[config.mk]
export PLATFORM = sky130hd
export DESIGN_NAME = rv32se_regfile
export DESIGN_NICKNAME = d
export VERILOG_FILES = /design/src/rtl/rv32se_pkg.sv /design/src/rtl/rv32se_regfile.sv
export SDC_FILE = /design/constraint.sdc
export NUM_CORES = 1
export LEC_CHECK = 0
export BUFFER_PORTS_ARGS = -buffer_cell sky130_fd_sc_hd__buf_2
export CORE_AREA = 2 2 307 309
export CTS_BUF_LIST = sky130_fd_sc_hd__clkbuf_4 sky130_fd_sc_hd__clkbuf_8
export DETAILED_ROUTE_END_ITERATION = 8
export DIE_AREA = 0 0 309 311
export PLACE_DENSITY_LB_ADDON = 0.25
export SLEW_MARGIN = 20
export SYNTH_ARGS = -nofsm -noshare
export SYNTH_HDL_FRONTEND = slang
export SYNTH_SLANG_ARGS = --single-unit
[constraint.sdc]
create_clock -name clk -period 3.7 [get_ports clk]
set_clock_uncertainty 0.15 [all_clocks]
set_input_delay 0.185 -clock clk [delete_from_list [all_inputs] [get_ports clk]]
set_output_delay 0.185 -clock clk [all_outputs]
set_load 0.02 [all_outputs]
[src/rtl/rv32se_pkg.sv]
// Shared types, opcodes and widths of the RV32 subset execute unit.
package rv32se_pkg;

  localparam int unsigned RV32SE_MEM_BYTES = 65536;
  localparam int unsigned NREG             = 32;
  localparam int unsigned REG_IDX_W        = 5;
  localparam int unsigned IN_TDATA_W       = 64;
  localparam int unsigned OUT_TDATA_W      = 72;

  // Major opcodes
  localparam logic [6:0] OP_HALT   = 7'h00;
  localparam logic [6:0] OP_LOAD   = 7'h03;
  localparam logic [6:0] OP_PRINT  = 7'h0B;
  localparam logic [6:0] OP_INPUT  = 7'h0C;
  localparam logic [6:0] OP_IMM    = 7'h13;
  localparam logic [6:0] OP_STORE  = 7'h23;
  localparam logic [6:0] OP_REG    = 7'h33;
  localparam logic [6:0] OP_BRANCH = 7'h63;
  localparam logic [6:0] OP_JAL    = 7'h6F;

  // funct3 codes
  localparam logic [2:0] F3_ADD = 3'd0;
  localparam logic [2:0] F3_SLL = 3'd1;
  localparam logic [2:0] F3_WORD = 3'd2;
  localparam logic [2:0] F3_XOR = 3'd4;
  localparam logic [2:0] F3_SR  = 3'd5;
  localparam logic [2:0] F3_OR  = 3'd6;
  localparam logic [2:0] F3_AND = 3'd7;
  localparam logic [2:0] F3_BEQ = 3'd0;
  localparam logic [2:0] F3_BNE = 3'd1;

  // Outcome of executing one instruction
  typedef struct packed {
    logic                 wb_en;
    logic [REG_IDX_W-1:0] wb_idx;
    logic [31:0]          wb_data;
    logic                 ld_en;
    logic                 st_en;
    logic [31:0]          mem_addr;
    logic [31:0]          st_data;
    logic [31:0]          pc_nxt;
    logic                 stop_nxt;
    logic                 unk;
    logic                 pvalid;
    logic [REG_IDX_W-1:0] preg;
    logic [31:0]          pval;
  } exec_res_t;

endpackage

[src/rtl/rv32se_regfile.sv]
// Register file: 32 x 32 bits, two registered read ports, one write port, reset-clear valid bits.
module rv32se_regfile import rv32se_pkg::*; (
  input  logic                 clk,
  input  logic                 rst_n,
  input  logic                 rd_en,
  input  logic [REG_IDX_W-1:0] ra,
  input  logic [REG_IDX_W-1:0] rb,
  input  logic                 we,
  input  logic [REG_IDX_W-1:0] wa,
  input  logic [31:0]          wd,
  output logic [31:0]          qa,
  output logic [31:0]          qb
);

  logic [31:0]     mem [NREG];
  logic [NREG-1:0] vld_r;
  logic [31:0]     qa_r;
  logic [31:0]     qb_r;
  logic            va_r;
  logic            vb_r;

  // Storage array: read before write on the same edge
  always_ff @(posedge clk) begin
    if (we) begin
      mem[wa] <= wd;
    end
    if (rd_en) begin
      qa_r <= mem[ra];
      qb_r <= mem[rb];
    end
  end

  // Valid bits: an entry never written reads as zero
  always_ff @(posedge clk) begin
    if (!rst_n) begin
      vld_r <= '0;
      va_r  <= 1'b0;
      vb_r  <= 1'b0;
    end else begin
      if (we) begin
        vld_r[wa] <= 1'b1;
      end
      if (rd_en) begin
        va_r <= vld_r[ra];
        vb_r <= vld_r[rb];
      end
    end
  end

  assign qa = va_r ? qa_r : 32'd0;
  assign qb = vb_r ? qb_r : 32'd0;

endmodule

======== Yosys cells after proc, flatten, opt, wreduce, memory -nomap -nowiden ========
Memories as Yosys holds them, arrays and structs flattened. A register that Yosys moved wholly into a read port is not among the register bits.
Cells that the tools add are included.
storage, ports and cells
  bits in registers ....................... 34
  memory bits (writable) .................. 1024
  input port bits ......................... 51
  output and inout port bits .............. 64
  word-level logic and storage cells ...... 20
  memories ................................ 1
cells by class
  magnitude comparators ................... 4
  muxes and demuxes ....................... 10
  bitwise gates (word level) .............. 1
  reduce and logical (&&, ||, !) cells .... 1
memory list
  memory  words  bits a word  rd ports  clocked after memory_dff  wr ports  RTL line              RTL
  mem     32     32           2         2                         1         rv32se_regfile.sv:15  logic [31:0] mem [NREG];
operators with widths
  kind                                                                                  number
  32-bit two-way mux                                                                    2
  32-bit bitwise OR                                                                     1
  5-bit by 6-bit less-than comparator with 1-bit output (second input constant)         3
  1-bit binary-select mux with 5-bit select                                             2
  1-bit demux with 5-bit select                                                         1
  5-bit by 1-bit greater-or-equal comparator with 1-bit output (second input constant)  1
  1-bit two-way mux                                                                     5
  1-bit logical AND                                                                     1

======== Depth between registers and ports, before layout ========
Gate-level depths: netlist of the first run.
  word-level depth ........................ 5
  mapped depth ............................ 9
  depth with buffers taken out ............ 5

======== Worst setup path after synthesis of the first run ========
No wires, ideal clock.
  path kind ............................... input port to flip-flop
  from .................................... input wa[0]
  to ...................................... memory mem[12][0] (enable)
  setup time .............................. 0.423 ns
  arrival ................................. 2.229 ns
  data required time ...................... 3.127 ns
  setup slack ............................. 0.898 ns
  cell stages on the path ................. 3
  buffers on the path ..................... 1
  cell sequence ........................... or3b_2 clkbuf_1 nor2_1
RTL lines
  element      RTL line              RTL
  from (decl)  rv32se_regfile.sv:9   input logic [REG_IDX_W-1:0] wa,
  to (decl)    rv32se_regfile.sv:15
No word-level cell before the write port.

======== Worst setup path after layout of the first run ========
  from .................................... register va_r
  to ...................................... output qa[31]
on the way
  word-level cells in the longest chain between the ends .. 1
ends and longest elaborated chain
  element                 RTL line              RTL
  from (decl)             rv32se_regfile.sv:19  logic va_r;
  from (signal assigned)  rv32se_regfile.sv:44  va_r <= vld_r[ra];
  32-bit two-way mux      rv32se_regfile.sv:50  assign qa = va_r ? qa_r : 32'd0;
  to (decl)               rv32se_regfile.sv:11  output logic [31:0] qa,
No other way between the ends.

==> impl_metrics.toml, run 1 <==
[status]
status = "finished, final reports clean"

[place]
portBuffers = 114
hpwl_microns = 76300
gp_congestion = 0.839
pre_cts_ws_ns = 0.838
numPlacedInstances = 3544
dpl_cell_area_sq_mm = 0.0539

[finish]
area_growth_pct = 14.0
instances_no_fill = 3908
fill_cells = 6281
final_cell_area_sq_mm = 0.0579
layout-drive-gt1-share = 0.478
final_nets = 2566
utilization = 0.624

[clock_tree]
cts_inserted_buffers = 180
cts_max_level = 4
cts_tree = "built"
cts-root-buf = "clkbuf_8"
clkTransAtPathRegs_ns = 0.06
cts.path.max_buffers = 3
cts.sinks = 1122
cts_setup_buffers = 0
clk_latency_ns = 0.85

[global_routing]
grt_max_degree = 72
grt_overflow_total = 0
grtUsageTotal = 0.291
grt_antenna_before_repair = 6
grt_pass1_wl_microns = 196000
grt_pass1_vias = 28332

[sta]
report.final.slew_viol_count = 0
worst_pin_slew_ns = 1.12
max_slew_margin = 0.253
fmaxAchievable_mhz = 353
setup_violations = 0
whs_ns = 0.0593
layout_setup_ws_ns = 0.870
fin_crit_sh = 0.765
min_period_ns = 2.83
tns_ns = 0
finalHoldViolCount = 0
rsz0062_at_grt = "no"

[die]
rows = 112
io_pins = 115
dieHeight_microns = 311
start_util = 0.547
core_sq_mm = 0.0928
die_w_microns = 309
dieArea_sq_mm = 0.0961

[power]
total_power_mw = 27.2
power_leakage_nw = 18.5
vdd_drop_max_mv = 0.351
p_per_area_mw_per_mm2 = 470

[synthesis]
syn_nets = 2268
mappedNetlistArea_sq_mm = 0.0507
syn_avg_cell_area_sq_um = 22.9
seq_area_frac_synth = 0.657
synth_edf_count = 1088
synth_cell_types = 27
netlist_instances = 2217
synth_ff_type = "edfxtp_1"
yosys_warnings = 0
ys_ff_latch = 1122
synthArstFlopShare = 0

[detailed_routing]
dr.pass1.iters = 6
avgViaCountPerCell = 6.90
vias = 26951
ant_nets = 0
wire_per_inst_microns = 34.9
drc_errors = 0
drt_iter0_markers = 3611
wl_microns = 136000

[critical_path]
worstRegToRegCells = 3
crit_fanout = 17
end_kind = "output pin"
worstSetupEndpoint = "qa[31]"
path_class = "flip-flop to output pin"
rr_startpoint = "mem[26][21]$_DFFE_PP_"
cp-startpoint = "va_r$_SDFFE_PN0P_"
crit_arrival_ns = 2.50
cp_data_required_time_ns = 3.37
reg2reg_to = "qb_r[21]$_DFFE_PP_"
critPathLaunchType = "flip-flop"
ff2ff_setup_slack_ns = 1.57

[run]
maxCapViolations = 0

[hold_path]
hold_class = "input port to flip-flop"
[layout by cell type (no fill, tap or decap), types with 3 or more instances in the layout]
cell	n
and2_1	66
nor2b_1	4
nand2b_1	3
buf_6	4
clkbuf_8	192
nand2_1	11
clkinv_1	32
dfxtp_1	32
buf_4	86
inv_6	6
buf_8	4
mux2_2	64
dlygate4sd3_1	43
diode_2	3
nor2_1	3
buf_12	41
o21a_1	32
a21oi_1	6
a22oi_1	7
nand3_1	9
edfxtp_1	1088
clkinvlp_4	4
clkbuf_4	62
mux4_2	640
bufinv_16	5
or3b_2	3
nand3b_1	5
clkinv_2	13
buf_2	105
mux2i_1	32
nor2_4	32
[sequential cells by signal (all words and copies together), names as in the netlist]
register / count
va_r: 1
qa_r: 32
qb_r: 32
vb_r: 1
mem: 1024
vld_r: 32
[worst max-delay path, cell delays in order, from the launching register on]
cell	delay, ns
dfxtp_2	0.73
buf_4	0.46
and2_1	0.26
buf_2	0.19
[synthesized netlist by cell type (2+ instances only)]
master    number  area, sq um
buf_2         46          230
buf_6         16          180
nand3b_1       5         37.5
a21oi_1        6         30.0
and3_1         2         12.5
mux2_2        64          721
mux2i_1       32          320
mux4_2       640        14400
edfxtp_1    1088        32700
nand3_1        9         45.0
a22oi_1        7         52.6
a211oi_1       2         15.0
buf_1         31          116
clkbuf_1      74          278
nand2_1       11         41.3
nor2b_1        4         25.0
dfxtp_1       34          681
a31oi_1        2         12.5
or3b_2         3         26.3
o21ai_0        2         10.0
and2_1        66          413
nor2_1        35          131
nand2b_1       3         18.8
o21a_1        32          240
[logic make-up after synthesis]
logic type             synth area share
flip-flops                        0.657
AO/OA/AOI/OAI                   0.00727
AND/OR/NAND/NOR                  0.0151
buffers and inverters            0.0159
multiplexers                      0.305
[power breakdown]
| part | internal (mW) | total (mW) | switching, mW |
|---|---|---|---|
| logic | 1.09 | 2.23 | 1.14 |
| registers | 14.2 | 14.3 | 0.115 |
| clock network | 5.77 | 10.7 | 4.93 |
| total | 21.0 | 27.2 | 6.18 |
[repair_timing]
action                                 in CTS  in global routing
hold buffers                               43                  0
endpoints found under the hold margin    1141                  0
resized for setup                           0                  0
[layer usage]
layer / track usage / routed length [microns] / share of wire
met1: 0.421 / 51800 / 0.38
met2: 0.447 / 65600 / 0.48
met3: 0.0612 / 14800 / 0.11
met4: 0.103 / 4070 / 0.030
met5: 0 / 46 / 0.00034
[area by class of cell]
cell class / count / area [sq um] / share of cell area
Clock buffer: 254 / 3110 / 0.0537
Timing Repair Buffer: 283 / 2530 / 0.0437
Multi-Input combinational cell: 928 / 16800 / 0.291
Sequential cell: 1122 / 33400 / 0.576
Antenna cell: 3 / 7.51 / 0.000130
Clock inverter: 64 / 473 / 0.00817
Tap cell: 1254 / 1570 / 0.0271
[worst min-delay path by stage]
stage | slack, ns | cells past startpoint | from | end
finish | 0.06 | 3 | ra[3] | qa_r[0]$_DFFE_PP_
floorplan | 0.13 | 0 | wd[0] | mem[0][0]$_DFFE_PP_
global route | 0.03 | 3 | ra[3] | qa_r[0]$_DFFE_PP_
CTS | 0.009 | 3 | ra[3] | qa_r[0]$_DFFE_PP_
detailed placement | 0.33 | 1 | vld_r[22]$_SDFFE_PN0P_ | vld_r[22]$_SDFFE_PN0P_
global placement | 0.32 | 1 | vld_r[16]$_SDFFE_PN0P_ | vld_r[16]$_SDFFE_PN0P_
Note: power is estimated with default switching activity, not from simulation.
==> run 2: changes to the inputs <==
Clock period 3.7 ns to 2.3 ns, I/O delays scaled along.
==> run 2 against run 1 <==
Effect of this change: hold slack better by 0.022 ns; largest cell class unchanged; critical path type is now input port to flip-flop; critical endpoint is now mem[10][23]$_DFFE_PP_; count of clock-buffer cells in the layout is 23 lower; combinational power is 73% higher; utilization is 1.5 points higher; sequential power is 61% higher; first-iteration DRC count is 2.3% lower.
==> impl_metrics.toml, run 2 (synthesis gave the netlist of run 1 again) <==
[place]
portBuffers = 114
hpwl_microns = 81400
gp_congestion = 0.862
numPlacedInstances = 3629

[global_routing]
grt_pass1_wl_microns = 201000
grt_pass1_vias = 28846
grtUsageTotal = 0.298
grt_overflow_total = 0
grt_antenna_before_repair = 8
grt_max_degree = 38

[detailed_routing]
drc_errors = 0
wl_microns = 139000
drt_iter0_markers = 3529
wire_per_inst_microns = 34.6
vias = 27429
dr.pass1.iters = 8
ant_nets = 0
avgViaCountPerCell = 6.85

[power]
p_per_area_mw_per_mm2 = 732
power.switching_mw = 9.91
p_comb_frac = 0.089
p_int_mw = 33.5
clockPowerShare = 0.381
seq_power_share = 0.530
power_switching_share = 0.228
power_leakage_nw = 19.1
vdd_drop_max_mv = 0.656

[critical_path]
ff2ff_setup_slack_ns = 0.18
rr_startpoint = "mem[15][18]$_DFFE_PP_"
crit_fanout = 13
crit_arrival_ns = 2.65
critPathLaunchType = "input port"
worstRegToRegCells = 3
reg2reg_to = "qb_r[18]$_DFFE_PP_"
path_class = "input port to flip-flop"
end_kind = "flip-flop"
cp-startpoint = "wa[3]"
cp_data_required_time_ns = 2.65

[finish]
layout-drive-gt1-share = 0.486
largest_register = "mem"
largest_reg_flops = 1024
instances_no_fill = 4002
final_nets = 2661
layout_commonest_cell = "edfxtp_1"
area_growth_pct = 16.8
utilization = 0.639
layout_common_cells = "edfxtp_1, mux4_2, clkbuf_8"

[die]
dieHeight_microns = 311
start_util = 0.547
io_pins = 115
die_w_microns = 309
dieArea_sq_mm = 0.0961
core_sq_mm = 0.0928
rows = 112

[sta]
setup_violations = 0
report.final.slew_viol_count = 0
rsz0062_at_grt = "no"
whs_ns = 0.0814
worst_pin_slew_ns = 0.709
fmaxAchievable_mhz = 435
fin_crit_sh = 0.999
min_period_ns = 2.30
max_slew_margin = 0.527
finalHoldViolCount = 0

[hold_path]
min_path_cells = 4
min-delay-start = "rb[1]"
min_to = "qb_r[9]$_DFFE_PP_"
hold_class = "input port to flip-flop"

[clock_tree]
cts.path.max_buffers = 3
cts.sinks = 1122
cts_tree = "built"
clk_latency_ns = 0.84
cts-root-buf = "clkbuf_8"
cts_inserted_buffers = 180
cts_max_level = 4
clkTransAtPathRegs_ns = 0.06

[run]
maxCapViolations = 0

[status]
status = "finished, final reports clean"
-- run 2: cell types whose count changed in the layout (fill, tap and decap cells not counted), moves of 2 or more --
cell and change:
buf_12 +69, buf_4 +18, clkinv_1 +18, clkbuf_4 -13
clkbuf_8 -10, dlygate4sd3_1 +9, clkinv_2 +6, dfxtp_2 -2
dfxtp_4 +2, diode_2 +2, inv_6 -2
-- run 2: how the worst max path moves through the flow --
| stage | end | slack, ns |
|---|---|---|
| 6_report | mem[10][23]$_DFFE_PP_ | 0.003 |
| 5_1_grt | mem[10][0]$_DFFE_PP_ | 0.02 |
| 4_1_cts | qa[10] | 0.02 |
| 3_5_place_dp | qb_r[11]$_DFFE_PP_ | -0.12 |
| 3_3_place_gp | qa_r[2]$_DFFE_PP_ | -0.11 |
| 2_1_floorplan | mem[12][0]$_DFFE_PP_ | -0.43 |
-- run 2: critical path, stage by stage --
cell and delay [ns]:
dlygate4sd3_1 0.58, buf_2 0.21, or3b_2 0.46, dlygate4sd3_1 0.73
nor2_4 0.18, buf_4 0.36
-- run 2: per-layer routing --
metal / track usage / wire, microns / share of wire
met4: 0.102 / 4490 / 0.032
met5: 0 / 21 / 0.00015
met2: 0.467 / 67600 / 0.49
met3: 0.0627 / 15200 / 0.11
met1: 0.422 / 51200 / 0.37
-- run 2: layout make-up --
cell class	instances	area, sq um
Sequential cell	1122	33400
Multi-Input combinational cell	928	16800
Antenna cell	5	12.5
Clock inverter	84	526
Clock buffer	231	2870
Fill cell	6107	33500
Tap cell	1254	1570
Timing Repair Buffer	378	4120
-- run 2: power by group through the flow --
stage	registers (mW)	clock network (mW)	logic [mW]
6_report	23.0	16.5	3.85
3_3_place_gp	23.4	0	3.71
5_1_grt	23.0	17.7	4.05
2_1_floorplan	23.3	0	2.33
3_5_place_dp	23.4	0	3.77
4_1_cts	23.0	16.8	3.86
-- run 2: through the flow --
| step | setup TNS (ns) | instance area, sq um | worst slack [ns] | power (mW) |
|---|---|---|---|---|
| 2_1_floorplan | -208.54 | 50800 | -0.432 | 25.6 |
| 3_5_place_dp | -4.06 | 55300 | -0.124 | 27.2 |
| 6_report | 0 | 59300 | 0.00263 | 43.4 |
| 4_1_cts | 0 | 59300 | 0.0165 | 43.6 |
| 3_3_place_gp | -3.64 | 55300 | -0.107 | 27.1 |
| 5_1_grt | 0 | 59300 | 0.0167 | 44.8 |
-- run 2: timing repair --
action                     in CTS  in global routing
hold buffers                   52                  0
hold endpoints to repair     1404                  0
setup endpoints to repair      41                  0
buffers inserted                1                  0
gates resized for setup         3                  0
